<file path="src/rtl/pn3_pkg.sv">
// Types and constants of the perlin noise block
`timescale 1ns / 1ps
package pn3_pkg;
  localparam int TABLE_DEPTH = 512;
  localparam int TAB_AW      = 9;
  localparam int HASH_W      = 8;
  localparam int OUT_W       = 18;
  localparam int OUT_FRAC    = 16;
  localparam int OUT_MAX_I   = 131071;
  localparam int OUT_MIN_I   = -131072;
  localparam int CMD_Q_DEPTH = 4;
  localparam int OUT_Q_DEPTH = 16;
  localparam int CRED_W      = 5;

  typedef enum logic {
    KIND_LOAD = 1'b0,
    KIND_EVAL = 1'b1
  } kind_t;

  typedef enum logic [1:0] {
    VSEL_X = 2'd0,
    VSEL_Y = 2'd1,
    VSEL_Z = 2'd2
  } vsel_t;

  typedef struct packed {
    logic  u_is_y;
    vsel_t v_sel;
    logic  neg_u;
    logic  neg_v;
  } grad_sel_t;

  typedef struct packed {
    logic  valid;
    kind_t kind;
  } front_q_t;

  function automatic grad_sel_t grad_pick(input logic [3:0] h);
    grad_sel_t s;
    s.u_is_y = (h >= 4'd8);
    if (h < 4'd4) begin
      s.v_sel = VSEL_Y;
    end else if (h == 4'd12 || h == 4'd14) begin
      s.v_sel = VSEL_X;
    end else begin
      s.v_sel = VSEL_Z;
    end
    s.neg_u = h[0];
    s.neg_v = h[1];
    return s;
  endfunction
endpackage

</file>
<file path="src/rtl/pn3_fifo.sv">
// Small first-in first-out queue with push/full and pop/empty sides
`timescale 1ns / 1ps
module pn3_fifo #(
  parameter int WIDTH = 8,
  parameter int DEPTH = 4
) (
  input  logic             clk,
  input  logic             rst_n,
  input  logic             push,
  output logic             full,
  input  logic [WIDTH-1:0] wdata,
  input  logic             pop,
  output logic             empty,
  output logic [WIDTH-1:0] rdata
);
  localparam int AW = $clog2(DEPTH);

  logic [WIDTH-1:0] mem [DEPTH];
  logic [AW-1:0]    wp_r, wp_nxt, rp_r, rp_nxt;
  logic [AW:0]      cnt_r, cnt_nxt;
  logic             do_push, do_pop;

  assign full    = (cnt_r == (AW+1)'(DEPTH));
  assign empty   = (cnt_r == '0);
  assign do_push = push && !full;
  assign do_pop  = pop && !empty;
  assign rdata   = mem[rp_r];

  always_comb begin
    wp_nxt  = do_push ? AW'(wp_r + 1'b1) : wp_r;
    rp_nxt  = do_pop ? AW'(rp_r + 1'b1) : rp_r;
    cnt_nxt = cnt_r + (AW+1)'(do_push) - (AW+1)'(do_pop);
  end

  always_ff @(posedge clk) begin
    if (!rst_n) begin
      wp_r  <= '0;
      rp_r  <= '0;
      cnt_r <= '0;
    end else begin
      wp_r  <= wp_nxt;
      rp_r  <= rp_nxt;
      cnt_r <= cnt_nxt;
    end
  end

  always_ff @(posedge clk) begin
    if (do_push) begin
      mem[wp_r] <= wdata;
    end
  end
endmodule

</file>
<file path="src/rtl/pn3_front.sv">
// Front end: accept items, split coordinates, queue them for the back end
`timescale 1ns / 1ps
module pn3_front #(
  parameter int FRAC_BITS = 16
) (
  input  logic                  clk,
  input  logic                  rst_n,
  input  logic                  in_push,
  output logic                  in_full,
  input  logic                  in_kind,
  input  logic [8:0]            in_table_index,
  input  logic [7:0]            in_table_value,
  input  logic signed [31:0]    in_coord_x,
  input  logic signed [31:0]    in_coord_y,
  input  logic signed [31:0]    in_coord_z,
  output pn3_pkg::front_q_t     q_ctl,
  input  logic                  q_pop,
  output logic [8:0]            q_idx,
  output logic [7:0]            q_val,
  output logic [7:0]            q_xi,
  output logic [7:0]            q_yi,
  output logic [7:0]            q_zi,
  output logic [FRAC_BITS-1:0]  q_tx,
  output logic [FRAC_BITS-1:0]  q_ty,
  output logic [FRAC_BITS-1:0]  q_tz
);
  import pn3_pkg::*;

  localparam int F  = FRAC_BITS;
  localparam int QW = 1 + TAB_AW + HASH_W + 3*8 + 3*F;

  logic [QW-1:0] wdata, rdata;
  logic          empty;
  logic          kind_bit;

  assign wdata = {in_kind, in_table_index, in_table_value,
                  in_coord_x[F+7:F], in_coord_y[F+7:F], in_coord_z[F+7:F],
                  in_coord_x[F-1:0], in_coord_y[F-1:0], in_coord_z[F-1:0]};

  pn3_fifo #(.WIDTH(QW), .DEPTH(CMD_Q_DEPTH)) u_cmd_q (
    .clk   (clk),
    .rst_n (rst_n),
    .push  (in_push),
    .full  (in_full),
    .wdata (wdata),
    .pop   (q_pop),
    .empty (empty),
    .rdata (rdata)
  );

  assign {kind_bit, q_idx, q_val, q_xi, q_yi, q_zi, q_tx, q_ty, q_tz} = rdata;
  assign q_ctl.valid = !empty;
  assign q_ctl.kind  = kind_t'(kind_bit);
endmodule

</file>
<file path="config.mk">
export PLATFORM = sky130hd
export DESIGN_NAME = pn3_front
export DESIGN_NICKNAME = d
export VERILOG_FILES = /design/src/rtl/pn3_pkg.sv /design/src/rtl/pn3_fifo.sv /design/src/rtl/pn3_front.sv
export SDC_FILE = /design/constraint.sdc
export NUM_CORES = 1
export LEC_CHECK = 0
export ABC_CLOCK_PERIOD_IN_PS = 3600
export BUFFER_PORTS_ARGS = -buffer_cell sky130_fd_sc_hd__buf_2
export CAP_MARGIN = 40
export CORE_AREA = 2 2 188 190
export CTS_CLUSTER_DIAMETER = 50
export CTS_CLUSTER_SIZE = 24
export DETAILED_ROUTE_END_ITERATION = 8
export DIE_AREA = 0 0 190 192
export PLACE_DENSITY = 0.64
export SYNTH_ARGS = -nofsm -noshare
export SYNTH_HDL_FRONTEND = slang
export SYNTH_SLANG_ARGS = --single-unit
</file>
<file path="constraint.sdc">
create_clock -name clk -period 3.6 [get_ports clk]
set_input_delay 0.18 -clock clk [delete_from_list [all_inputs] [get_ports clk]]
set_output_delay 0.18 -clock clk [all_outputs]
set_load 0.02 [all_outputs]
</file>
==> results of run 1 <==
==> cells in the final DEF, fill, tap and decap left out, drive strengths merged, types with 2 or more instances in the layout <==
master       count
and2             8
buf            200
bufinv           4
clkbuf          41
clkinv           8
clkinvlp         2
dfxtp            9
diode            2
dlygate4sd3     91
edfxtp         360
ha               6
inv             15
mux2i            2
mux4            90
nand2            4
nor2b            3
xnor2            3
==> flip-flops by register name (all words and copies together) (netlist names), named ones only <==
name           cells
u_cmd_q.cnt_r      3
u_cmd_q.mem      360
u_cmd_q.wp_r       2
u_cmd_q.rp_r       2
==> path summary, 6_finish.rpt <==
check / endpoint / slack [ps]
setup / recovery: q_val[5] / 1040
hold / removal: flop / 140
setup reg to reg: u_cmd_q.mem[1][45] / 1190
hold reg to reg: u_cmd_q.wp_r[0] / 510
==> worst max-delay path, delay by kind of cell, from the launching register on <==
kind,cells,cell delay [ps]
buffers and inverters,2,560
flip-flops,1,680
multiplexers,1,570
==> metal layers <==
metal  global-route usage [%]  up-vias  wire, um
met5                        0        -         0
met4                     3.40        0       401
met3                     3.38       33      1470
met2                     23.4      155     12400
met1                     18.4     3266     11100
li1                         -     2838         -
==> final cells by class <==
type,instances,area [um2]
clock inverters,23,274
fillers,2741,17100
inverters,6,22.5
flip-flops and latches,369,11000
well taps,455,569
repair buffers,291,2040
clock buffers,41,941
multi-input cells,122,2310
diodes,2,5.00
==> power by group through the flow <==
stage / Sequential [mW] / Clock, mW / Combinational (mW)
2_1_floorplan: 5.41 / 0 / 2.12
3_3_place_gp: 5.50 / 0 / 2.80
3_5_place_dp: 5.52 / 0 / 2.82
4_1_cts: 5.43 / 3.95 / 2.90
5_1_grt: 5.46 / 4.11 / 3.03
6_report: 5.41 / 3.84 / 2.81
==> per-stage QoR <==
step | hold WS [ps] | setup slack [ps] | instances
final | 138 | 1040 | 1309
after global routing | 135 | 848 | 1309
after CTS | 112 | 923 | 1307
after detailed placement | 397 | 1160 | 1152
after global placement | 393 | 1170 | 1152
after floorplan | 279 | 232 | 519
==> logic make-up after synthesis <==
| family | share of synthesized area [%] |
|---|---|
| adder cells (fa/ha/maj) | 0.701 |
| AND/OR/NAND/NOR | 0.757 |
| XOR/XNOR | 0.258 |
| buffers and inverters | 2.00 |
| multiplexers | 15.1 |
| AO/OA/AOI/OAI | 0.129 |
| flip-flops | 81.1 |
==> cells in the mapped netlist <==
| cell type | count |
|---|---|
| edfxtp_1 | 360 |
| mux4_2 | 90 |
| buf_2 | 10 |
| buf_12 | 9 |
| dfxtp_1 | 9 |
| and2_1 | 8 |
| ha_1 | 6 |
| inv_1 | 6 |
| nand2_1 | 4 |
| nor2b_1 | 3 |
| xnor2_1 | 3 |
| mux2i_1 | 2 |
| buf_1 | 1 |
| buf_6 | 1 |
| clkbuf_1 | 1 |
| fa_1 | 1 |
| nor3b_2 | 1 |
| o311ai_1 | 1 |
| o31a_1 | 1 |
| or3_1 | 1 |
| xor2_1 | 1 |
==> what timing repair did <==
item | in CTS | in global routing
resized for setup | 0 | 0
hold buffers | 91 | 0
setup endpoints to repair | 0 | 0
endpoints found under the hold margin | 365 | 0
==> run summary, run 1 <==
critical path required time - 3420 ps
drt pass-1 iters - 4
post-DP HPWL - 15000 um
crit path max-delay cell type - dfxtp_4
post-synth top area share - 79.7%
Critical Path AT - 2380 ps
peak supply drop - 411 uV
Routability Congestion - 0.656
largest net degree at the start of global routing - 48
minimum clock period - 2560 ps
CTS H-tree depth - 2
number of synthesized register bits - 369
Initial Util - 39.5%
DRT antenna net count - 0
design area - 17200 um2
area leader, netlist - edfxtp_1
vias in the first global route - 6711
Hold Path Class - primary input to flop
Seq pwr share - 44.9%
port bufs - 185
Worst-Skew Late Latency - 510 ps
PwrDens - 704 nW/um2
CP max stage delay - 680 ps
Max Cap Violations - 0
drt total wl - 25300 um
Clock Sinks - 369
Total GRT Usage - 13.9%
RSZ-0062 raised after global routing - no
# IOs - 210
top cells by area, synth - edfxtp_1 80%, mux4_2 15%, buf_12 1.3%, dfxtp_1 1.3%, ha_1 0.55%
status - finished, final reports clean
GRT overflow - 0
yosys warns - 0
Worst Skew - 22.6 ps
Slew Viols, Final - 0
Final Total Pwr - 12.1 mW
crit-path cells - buf_12, mux4_2, buf_2
final core utilization - 50.0%
worst-case reg-to-reg path depth - 4
Vias/cell - 4.81
CTS clk-pin slew, worst paths - 60 ps
Post-CTS Setup Bufs - 0
Net Count, Synth - 644
final period utilization - 71.1%
initial antenna violation count - 2
Max clock buf depth - 3
layout cells sized above 1 - 41.4%
core area - 34300 um2
P_sw - 3.39 mW
Final Setup Violations - 0
mapped cell area - 13600 um2
reg2reg start - u_cmd_q.cnt_r[1]
Setup TNS Final - 0 ps
Hold Startpoint - q_pop
Site Rows - 68
clock power share - 31.8%
critical path startpoint category - flop
Die Y - 192 um
FMAX - 391 MHz
Synth cell types - 21
net switching fraction of the power - 28.1%
Nets - 951
endpoints failing hold - 0
CP max FO - 42
routed vias - 6292
hold depth - 4
Detailed Route Iter0 Violations - 387
die area - 36500 um2
crit path kind - flop to output port
Clk Tree Root Cell - clkbuf_16
WL per Instance - 19.4 um
Area growth, synth to finish - 26.5%
total leakage power - 5.80 nW
Slew headroom - 52.0%
Comb power frac - 23.3%
Synth Area per Inst - 26.1 um2
Post-route DRC - 0
CTS Buf Count - 36
critical path capture point type - output port
Post-Syn Instances - 519
register area share after synthesis - 81.1%
internal power - 8.68 mW
Tightest Pin Transition - 720 ps
Die Wd - 190 um
CTS tree - yes
dpl cell area - 15000 um2
first-pass GRT wire length - 38800 um
No activity file was read; power rests on OpenSTA's default activity.
==> run 2: changes to the inputs <==
ABC_AREA = 1   (was default)
ABC_CLOCK_PERIOD_IN_PS = 2300   (was 3600)
CORE_AREA = 2 2 189 191   (was 2 2 188 190)
DIE_AREA = 0 0 191 193   (was 0 0 190 192)
PLACE_DENSITY = 0.66   (was 0.64)
clock period = 2.3 ns   (was 3.6 ns; I/O delays follow)
==> run 2 against run 1 <==
Critical endpoint is now q_ty[11]. Largest cell class unchanged. Global-route usage is 2.0 points higher. Core utilization is 0.25 points higher. Count of clock-buffer cells in the layout is 3 lower.
==> run summary, run 2 <==
peak supply drop - 722 uV
Detailed Route Iter0 Violations - 426
Cells after DPL - 1549
net switching fraction of the power - 31.5%
Tightest Pin Transition - 470 ps
Die Y - 193 um
drt pass-1 iters - 4
Vias/cell - 5.06
Synth cell types - 19
core area - 35000 um2
die area - 36900 um2
critical path capture point type - output port
commonest non-fill, non-tap cells in the layout - 360 x edfxtp_1, 186 x nor2_1, 185 x buf_2, 170 x o21ai_0, 93 x dlygate4sd3_1
CP max stage delay - 470 ps
Comb power frac - 25.4%
Nets - 1343
RSZ-0062 raised after global routing - no
post-DP HPWL - 16200 um
number of synthesized register bits - 369
Clock Sinks - 369
Synth Area per Inst - 14.7 um2
post-synth top area share - 78.5%
Worst Skew - 12.7 ps
total leakage power - 6.19 nW
GRT overflow - 0
Slew headroom - 68.7%
Most used DFF post-synth - edfxtp_1
status - finished, final reports clean
first-pass GRT wire length - 45800 um
PwrDens - 1120 nW/um2
minimum clock period - 2160 ps
Total GRT Usage - 16.0%
Site Rows - 69
design area - 17600 um2
Clk Tree Root Cell - clkbuf_16
Finished Layout Cells - 1707
DRT antenna net count - 0
internal power - 13.5 mW
number of synthesized flops with an enable pin - 360
crit path max-delay cell type - dfxtp_4
Async SR Flop Fraction - 0%
dpl cell area - 15400 um2
fillers - 2900
FMAX - 463 MHz
Area growth, synth to finish - 27.7%
Slew Viols, Final - 0
CP max FO - 37
layout cells sized above 1 - 22.8%
largest net degree at the start of global routing - 99
initial antenna violation count - 3
Post-CTS Setup Bufs - 0
crit-path cells - buf_4, o21ai_0, o22ai_1, buf_2
port bufs - 185
Net Count, Synth - 1063
P_sw - 6.18 mW
Critical Path AT - 2040 ps
WL per Instance - 17.5 um
Die Wd - 191 um
endpoints failing hold - 0
CTS tree - yes
Worst-Skew Late Latency - 520 ps
Initial Util - 39.4%
Setup TNS Final - 0 ps
critical path required time - 2180 ps
CTS clk-pin slew, worst paths - 70 ps
CTS H-tree depth - 2
most frequent cells after synthesis - 360 x edfxtp_1, 191 x nor2_1, 170 x o21ai_0
max FFs per register - 360
drt total wl - 29900 um
# IOs - 210
vias in the first global route - 8618
Max Cap Violations - 0
area leader, netlist - edfxtp_1
register area share after synthesis - 79.8%
clock power share - 31.8%
CTS Buf Count - 35
critical path startpoint category - flop
yosys warns - 0
Top reg by flops - u_cmd_q.mem
routed vias - 8631
final period utilization - 93.8%
commonest non-fill, non-tap cell in the layout - edfxtp_1
Seq pwr share - 42.8%
Post-route DRC - 0
mapped cell area - 13800 um2
top-count cell post-synth - edfxtp_1
Final Setup Violations - 0
biggest regs - u_cmd_q.mem: 360 flops, u_cmd_q.cnt_r: 3 flops
crit path kind - flop to output port
Max clock buf depth - 3
Post-Syn Instances - 938
Routability Congestion - 0.680
top cells by area, synth - edfxtp_1 79%, o21ai_0 6.2%, nor2_1 5.2%, o22ai_1 4.1%, dfxtp_1 1.3%
Hold Path Class - primary input to flop
run 2: through the flow:
stage                     setup WS [ps]  util [%]  power [mW]  hold slack [ps]
after floorplan                   -37.4         -        11.7              208
after global placement              523      43.9        13.4              328
after detailed placement            500      43.9        13.4              331
after CTS                         0.817      50.2        19.8              309
after global routing               2.05      50.3        20.5              324
final                               142      50.3        19.6              338
run 2: logic make-up after synthesis:
logic type / count (synthesis) / synth area share, %
buffers and inverters: 77 / 2.86
adder cells (fa/ha/maj): 7 / 0.691
flip-flops: 369 / 79.8
AO/OA/AOI/OAI: 276 / 10.9
AND/OR/NAND/NOR: 209 / 5.74
run 2: power groups by stage:
stage / clock network [mW] / logic [mW] / registers [mW]
after detailed placement: 0 / 4.89 / 8.55
after global placement: 0 / 4.84 / 8.53
after CTS: 6.39 / 5.04 / 8.40
after global routing: 6.61 / 5.46 / 8.47
after floorplan: 0 / 3.17 / 8.51
final: 6.25 / 4.99 / 8.40
run 2: worst paths after layout:
path	from	slack (ps)	depth (start not counted)	endpoint
min reg2reg	u_cmd_q.rp_r[0]	490	2	u_cmd_q.rp_r[0]
min	in_coord_x[17]	340	2	u_cmd_q.mem[1][65]
max reg2reg	u_cmd_q.cnt_r[0]	470	8	u_cmd_q.cnt_r[2]
max	flop	140	4	q_ty[11]
run 2: worst max-delay path: cells and delay by family, from the launching register on:
kind	cells	cell delay, ps
buf+inv	2	650
flops	1	470
compound gates	2	390
run 2: metal layers:
layer / GRT usage (%) / routed length (um) / vias to the layer above
li1: - / - / 4078
met1: 20.0 / 12700 / 4247
met2: 27.3 / 14400 / 250
met3: 4.04 / 2010 / 56
met4: 5.22 / 735 / 0
met5: 0 / 0 / -
run 2: area by class of cell:
class | instances | area [um2] | share of cell area [%]
Sequential cell | 369 | 11000 | 62.6
Multi-Input combinational cell | 492 | 2440 | 13.9
Timing Repair Buffer | 301 | 2200 | 12.5
Clock buffer | 38 | 930 | 5.29
Tap cell | 461 | 577 | 3.28
Clock inverter | 24 | 347 | 1.97
Inverter | 19 | 77.6 | 0.441
Antenna cell | 3 | 7.51 | 0.0427
run 2: repair_timing:
item                                    CTS  global route
hold buffers                             93             0
endpoints found under the hold margin   369             0
endpoints found under the setup margin    0             7
resized for setup                         0             2
==> run 3: changes to the inputs <==
ABC_CLOCK_PERIOD_IN_PS = 1800   (was 2300)
clock period = 1.8 ns   (was 2.3 ns; I/O delays follow)
==> run 3 against run 2 <==
The flow now finishes with violations (negative setup slack). Count of clock-buffer cells in the layout is the same. Via count grew 3.8%. Sequential cell count is the same. Sequential power grew 29%. Global-route usage grew 2.2 points. Routed wire length grew 19%. Worst hold slack lost 34 ps. Combinational power grew 84%. Critical path depth grew 2. Critical path type unchanged. Largest power group unchanged.
==> run summary, run 3 (synthesis gave the netlist of run 2 again) <==
final period utilization - 107%
Hold Startpoint - in_coord_y[2]
drt pass-1 iters - 7
net switching fraction of the power - 32.3%
Final Setup Violations - 90
fillers - 2755
Area growth, synth to finish - 37.5%
Slew Viols, Final - 0
Die Y - 193 um
post-DP HPWL - 15900 um
Max Cap Violations - 0
crit path max-delay cell type - dfxtp_4
register-to-register setup slack - 70 ps
CP max FO - 7
biggest regs - u_cmd_q.mem: 360 flops, u_cmd_q.cnt_r: 3 flops
commonest non-fill, non-tap cells in the layout - 360 x edfxtp_1, 165 x nor2_1, 101 x buf_2, 93 x dlygate4sd3_1, 81 x buf_4
FMAX - 519 MHz
Slew headroom - 76.3%
largest net degree at the start of global routing - 51
PwrDens - 1470 nW/um2
initial antenna violation count - 2
Total GRT Usage - 18.2%
Hold Path Class - primary input to flop
Final Total Pwr - 27.9 mW
CP max stage delay - 390 ps
Nets - 1371
peak supply drop - 1250 uV
clock power share - 28.4%
failing checks - negative setup slack
Die Wd - 191 um
Initial Util - 39.4%
Setup TNS Final - -6240 ps
vias in the first global route - 8602
internal power - 18.9 mW
Clock Sinks - 369
P_sw - 9.00 mW
Max clock buf depth - 3
Top reg by flops - u_cmd_q.mem
Storage cell area - 11000 um2
CTS tree - yes
Tightest Pin Transition - 355 ps
status - finished, violations left
# IOs - 210
reg2reg start - u_cmd_q.cnt_r[1]
total leakage power - 6.73 nW
Final WS setup - -126 ps
most frequent cell on the critical path - buf_12
critical path capture point type - output port
Site Rows - 69
CTS H-tree depth - 2
Routability Congestion - 0.726
Critical Path AT - 1840 ps
core area - 35000 um2
Worst Skew - 16.6 ps
RSZ-0062 raised after global routing - yes
CTS clk-pin slew, worst paths - 70 ps
Comb power frac - 33.0%
critical path startpoint category - flop
Vias/cell - 5.17
Seq pwr share - 38.6%
Worst path top cell family by delay - buffers and inverters
Post-route DRC - 0
routed vias - 8962
area of the multi-input gates - 2720 um2
Detailed Route Iter0 Violations - 571
max FFs per register - 360
layout cells sized above 1 - 29.8%
Hold Slack - 304 ps
commonest non-fill, non-tap cell in the layout - edfxtp_1
die area - 36900 um2
first-pass GRT wire length - 49800 um
critical path required time - 1710 ps
Clk Tree Root Cell - clkbuf_16
minimum clock period - 1930 ps
endpoints failing hold - 0
GRT overflow - 0
crit path kind - flop to output port
CTS Buf Count - 34
Buf/Inv on CP - 4
drt total wl - 35700 um
WL per Instance - 20.6 um
DRT antenna net count - 0
crit-path cells - buf_12, buf_12, buf_16, o21ai_2, o22ai_1, buf_4
Worst-Skew Late Latency - 540 ps
port bufs - 185
-- run 3: worst paths after layout --
check | depth (start not counted) | end
setup / recovery | 6 | q_tx[15]
setup reg to reg | 8 | u_cmd_q.cnt_r[1]
hold reg to reg | 2 | u_cmd_q.rp_r[0]
hold / removal | 2 | u_cmd_q.mem[0][18]
-- run 3: what timing repair did --
| item | CTS | global route |
|---|---|---|
| gates cloned | 16 | 9 |
| hold buffers | 93 | 0 |
| pin swaps | 6 | 16 |
| setup buffers | 7 | 0 |
| hold endpoints to repair | 369 | 0 |
| setup endpoints to repair | 89 | 92 |
| resized for setup | 181 | 111 |
-- run 3: through the flow --
| step | util [%] | instance area [um2] | cells | setup WS (ps) |
|---|---|---|---|---|
| 6_report | 54.1 | 18900 | 1735 | -126 |
| 5_1_grt | 54.1 | 18900 | 1734 | -221 |
| 4_1_cts | 52.8 | 18500 | 1725 | -161 |
| 3_5_place_dp | 44.0 | 15400 | 1547 | 50.7 |
| 3_3_place_gp | 44.0 | 15400 | 1547 | 76.1 |
| 2_1_floorplan | - | 13800 | 938 | -537 |
-- run 3: per-layer routing --
layer	track usage [%]	vias to the layer above	wire length, um
met2	30.6	304	17400
met4	5.40	0	764
li1	-	4172	-
met5	0	-	0
met1	23.2	4428	15000
met3	4.76	58	2480
-- run 3: final cells by class --
class	instances	share of cell area, %
Antenna cell	2	0.0264
Clock buffer	38	4.91
Clock inverter	24	1.80
Inverter	19	0.516
Multi-Input combinational cell	492	14.4
Sequential cell	369	58.1
Tap cell	461	3.05
Timing Repair Buffer	329	17.1
Timing Repair inverter	1	0.106
-- run 3: power by group through the flow --
stage               Clock [mW]  Sequential [mW]  Combinational [mW]
finish                    7.92             10.8                9.18
global route              8.41             10.8                9.78
CTS                       8.09             10.7                8.48
detailed placement           0             10.9                6.30
global placement             0             10.9                6.23
floorplan                    0             10.9                4.05
-- run 3: worst register-to-register path, stage by stage (launching register included) --
cell and delay [ps]:
dfxtp_4 360, nor2_4 150, a21boi_2 80, ha_1 280, inv_1 40, ha_2 160, fa_2 510, nand2_1 50
inv_1 50
